[src/rtl/core/mhpq_pkg.sv]
// Package: word types, operation codes and constants of the max-heap priority queue.
`default_nettype none

package mhpq_pkg;

  localparam logic OP_INSERT  = 1'b0;
  localparam logic OP_EXTRACT = 1'b1;

  localparam logic signed [31:0] EMPTY_CODE = -32'sd1;

  typedef struct packed {
    logic               operation;
    logic signed [31:0] new_value;
  } in_word_t;

  typedef struct packed {
    logic signed [31:0] max_value;
    logic               was_empty;
    logic               was_full;
    logic [7:0]         entry_total;
  } out_word_t;

  // broadcast to every cell in the row
  typedef struct packed {
    logic               ins;
    logic               ext;
    logic signed [31:0] value;
  } mhpq_ctl_t;

endpackage : mhpq_pkg

`default_nettype wire

[src/rtl/core/mhpq_cell.sv]
// Cell: one slot of the sorted row; shifts right on insert, left on extract.
`default_nettype none

module mhpq_cell (
  input  wire logic               clk,
  input  wire mhpq_pkg::mhpq_ctl_t ctl,
  input  wire logic               occ,
  input  wire logic signed [31:0] left_val,
  input  wire logic               left_gt,
  input  wire logic signed [31:0] right_val,
  output logic signed [31:0]      val,
  output logic                    gt
);
  import mhpq_pkg::*;

  logic signed [31:0] val_r;
  logic signed [31:0] val_nxt;

  // new value outranks this slot (an empty slot ranks lowest)
  assign gt  = !occ || (ctl.value > val_r);
  assign val = val_r;

  always_comb begin
    val_nxt = val_r;
    if (ctl.ins) begin
      if (left_gt) begin
        val_nxt = left_val;
      end else if (gt) begin
        val_nxt = ctl.value;
      end
    end else if (ctl.ext) begin
      val_nxt = right_val;
    end
  end

  always_ff @(posedge clk) begin
    val_r <= val_nxt;
  end

endmodule : mhpq_cell

`default_nettype wire

[config.mk]
export PLATFORM = sky130hd
export DESIGN_NAME = mhpq_cell
export DESIGN_NICKNAME = d
export VERILOG_FILES = /design/src/rtl/core/mhpq_pkg.sv /design/src/rtl/core/mhpq_cell.sv
export SDC_FILE = /design/constraint.sdc
export NUM_CORES = 1
export LEC_CHECK = 0
export BUFFER_PORTS_ARGS = -buffer_cell sky130_fd_sc_hd__clkbuf_2
export CAP_MARGIN = 20
export CORE_MARGIN = 5
export CORE_UTILIZATION = 45
export CTS_CLUSTER_DIAMETER = 200
export DETAILED_ROUTE_END_ITERATION = 10
export PLACE_DENSITY = 0.8
export SLEW_MARGIN = 40
export SYNTH_ARGS = -nofsm -noshare
export SYNTH_HDL_FRONTEND = slang
export SYNTH_SLANG_ARGS = --single-unit
[constraint.sdc]
create_clock -name clk -period 8.19 [get_ports clk]
set_input_delay 0.4095 -clock clk [delete_from_list [all_inputs] [get_ports clk]]
set_output_delay 0.4095 -clock clk [all_outputs]
set_load 0.005 [all_outputs]
## Word level (Yosys, flattened, before mapping)

Index checks and enable logic that the tools add are counted.

| operators by class | value |
|---|---|
| $lt $le $gt $ge | 1 |
| equal/unequal tests | 1 |
| mux-type cells | 4 |
| reduce and logical (&&, ||, !) cells | 4 |

Operators by type and width:

| kind | count |
|---|---|
| $mux W32 | 4 |
| $gt A32 B32 Y1 | 1 |
| $ne A3 B1 Y1 const B | 1 |
| $reduce_and A2 Y1 | 1 |
| $reduce_bool A2 Y1 | 1 |
| $logic_not A1 Y1 | 1 |
| $logic_or A1 B1 Y1 | 1 |

| storage, ports and cells | value |
|---|---|
| register bits | 32 |
| input port bits | 101 |
| output and inout bits | 33 |
| logic and storage cells | 11 |

## Longest topological paths before layout

| logic depth | value |
|---|---|
| word-level depth | 5 |
| gate-level depth with buffers | 8 |
| gate-level depth less buffers | 8 |

## Least setup slack after synthesis

Ideal clock, no wire load.

| timing | value |
|---|---|
| path kind | in2reg |
| start point | input ctl[31] (netlist name) |
| end point | register val_r[0] (netlist: val[0]), enable pin |
| library setup time | 461 ps |
| arrival | 3,792 ps |
| required time | 7,729 ps |
| slack | 3,937 ps |
| cell stages on the path | 6 |
| path buffers | 0 |
| cells stage by stage | ha_1 nand4_4 nor4_4 nor3b_2 a2111oi_0 nor3_1 |

| between the ends | value |
|---|---|
| word-level cells in the longest chain between the ends | 4 |

Ends and longest elaborated chain:

| what | line | source |
|---|---|---|
| from (decl) | mhpq_cell.sv:6 | `input wire mhpq_pkg::mhpq_ctl_t ctl,` |
| $gt A32 B32 Y1 | mhpq_cell.sv:20 | `assign gt = !occ \|\| (ctl.value > val_r);` |
| $logic_or A1 B1 Y1 | mhpq_cell.sv:20 |  |
| $ne A3 B1 Y1 (no line) | -- |  |
| $reduce_and A2 Y1 (no line) | -- |  |
| to (signal assigned) | mhpq_cell.sv:37 | `val_r <= val_nxt;` |
| to (decl) | mhpq_cell.sv:16 | `logic signed [31:0] val_r;` |

Every way passes these cells.
A chain may end at the register's enable or synchronous reset.

## Worst setup path in the final report

| timing | value |
|---|---|
| start point | register val_r[27] (netlist: val[27]) |
| end point | register val_r[7] (netlist: val[7]), enable pin |

| between the ends | value |
|---|---|
| word-level cells in the longest chain between the ends | 4 |

Ends and longest elaborated chain:

| what | line |
|---|---|
| $gt A32 B32 Y1 | mhpq_cell.sv:20 |
| $logic_or A1 B1 Y1 | mhpq_cell.sv:20 |
| $ne A3 B1 Y1 (no line) | -- |
| $reduce_and A2 Y1 (no line) | -- |

Every way passes these cells.

==> reports/metrics.yaml <==
status: "finished, final reports clean"
crit_family: "simple AND/OR/NAND/NOR gates"
setup_viol: 0
crit_path_cell_trace: "inv_1, ha_1, nand4_1, nor4_4, nor3b_2, a2111oi_0, nor3_2, buf_4"
synth_seq_cells: 32
dr_total_vias: 2359
pwr-share-comb: 0.313
synth_area_per_cell_um2: 9.35
synth_top_cell_by_area: "edfxtp_1"
grt_max_degree: 67
final_common_cell: "clkbuf_2"
drive_above_1_share: 0.358
wl_per_cell_um: 13.9
mostFrequentLayoutCells: "clkbuf_2 (131), a21oi_1 (46), inv_1 (35)"
max_stage_delay_ps: 540
wl_um: 6520
drt_pass1_iterations: 4
arrival_ps: 2960
fin_skew_ps: 3.81
hold_path_class: "input port to flop"
synth_area_um2: 2510
num_rows: 27
max_freq_ghz: 0.331
post_cts_resized: 0
worstPathRequired_ps: 8130
synth_nets: 402
power.share.switching: 0.296
ioPinCount: 134
stdcell_count: 471
tightest_slew_ps: 663
initial_core_util: 0.460
cts.path.max_buffers: 2
p_clk_frac: 0.229
netlist_instances: 269
clk_pin_slew_ps: 60
final_max_slew_viol_count: 0
area_delta_synth_final_pct: 32.0
n_antenna_cell: 0
placed_cells: 464
fin_crit_sh: 0.369
cellPowerDensity_nw_per_um2: 140
fillers: 506
largest_register_ffs: 32
grt.overflow.total: 0
die_area_um2: 7180
drv_cap: 0
dpl.hpwl_um: 5450
finalCriticalPeriod_ps: 3020
crit_fanout: 25
fin_ws_ps: 5170
yosysWarningCount: 0
clkLatencyLatePin_ps: 270
place_worst_setup_slack_ps: 5040
crit_buf_inv: 2
p_leak_uw: 0.00177
finalHoldViolCount: 0
path_class: "flop to flop"
cts.sinks: 32
synthTopCellsByArea: "edfxtp_1 (38%), ha_1 (16%), mux2i_1 (13%)"
cts_tree: "yes"
grt_pass1_wl_um: 10500
critPathLaunchType: "flop"
intPower_uw: 327
whs_ps: 459
p_seq_frac: 0.457
tns_ps: 0
numPortBuffers: 133
synth_cell_type_count: 26
synth_top_area_frac: 0.382
rsz0062_at_grt: "false"
hold_buffers: 0
p_sw_uw: 138
peakVddDrop_mv: 0.0785
track_usage: 0.179
maxSlewHeadroom: 0.558
worst_setup_path_end_kind: "flop"
antenna_found_initial: 0
cts_max_level: 2
grt_pass1_vias: 2360
critPathSlowestCell: "nor3_2"
cts_setup_buffers: 0
postLayoutCoreUtil: 0.607
cts_buffers: 5
routabilityCongestion: 0.852
drc: 0
root_buffer: "clkbuf_8"
core_area_um2: 5470
ant_nets: 0
nNetsFinal: 532
viasPerCell: 5.01
synth_seq_area_share: 0.382
die_w_um: 84.8
die_y_um: 84.8
drt_iter0_markers: 59
[power by group through the flow]
stage | registers, uW | clock network [uW] | logic, uW
after floorplan | 217 | 0 | 80.2
after global placement | 216 | 0 | 142
after detailed placement | 216 | 0 | 146
after CTS | 213 | 111 | 147
after global routing | 216 | 120 | 165
final | 213 | 107 | 146
[final timing paths]
path | start | end | slack (ps) | depth (start not counted)
setup reg to reg | val[27] | val[7] | 5170 | 8
setup / recovery | val[27] | val[7] | 5170 | 8
hold reg to reg | val[31] | val[17] | 1280 | 6
hold / removal | right_val[31] | val[31] | 460 | 3
[worst min-delay path: cells and delay by family]
family | cells | cell delay (ps)
AOI/OAI and AO/OA | 1 | 90
and+or+nand+nor | 1 | 30
buffers and inverters | 1 | 80
[cells in the mapped netlist]
library cell and number:
nor4_1 1, buf_2 3, ha_1 32, clkbuf_1 8, a21boi_0 1, a2111oi_0 1
nor2_1 34, inv_1 35, nor4_4 1, nand3_1 6, nor2b_1 1, nand2b_1 1
o22ai_1 1, a221oi_1 1, nor3_1 3, nand4_4 1, edfxtp_1 32, nor3b_2 1
and3_1 1, nand2_1 9, o21ai_0 7, mux2i_1 32, a21oi_1 46, nand4_1 8
a211oi_1 2, a211o_1 1
[per-layer routing]
layer	share of wire	global-route usage	wire (um)
met1	0.41	0.212	2690
met2	0.50	0.312	3290
met3	0.067	0.0442	434
met4	0.016	0.0676	107
met5	0	0	0
[area by class of cell]
class | instances | area [um^2] | area share
Timing Repair Buffer | 134 | 678 | 0.204
Clock buffer | 5 | 68.8 | 0.0207
Clock inverter | 2 | 7.51 | 0.00226
Sequential cell | 32 | 961 | 0.289
Inverter | 35 | 131 | 0.0396
Multi-Input combinational cell | 191 | 1380 | 0.417
Tap cell | 72 | 90.1 | 0.0271
[per-stage QoR]
stage / cell area (um^2) / power [uW]
6_report: 3320 / 465
5_1_grt: 3320 / 500
4_1_cts: 3320 / 471
3_5_place_dp: 3240 / 362
3_3_place_gp: 3240 / 358
2_1_floorplan: 2510 / 297
[cell families after synthesis]
family | synth area share
compound gates | 0.127
fa+ha+maj | 0.159
buf+inv | 0.0701
flops | 0.382
mux | 0.127
simple gates | 0.134
No activity file was read; power rests on OpenSTA's default activity.
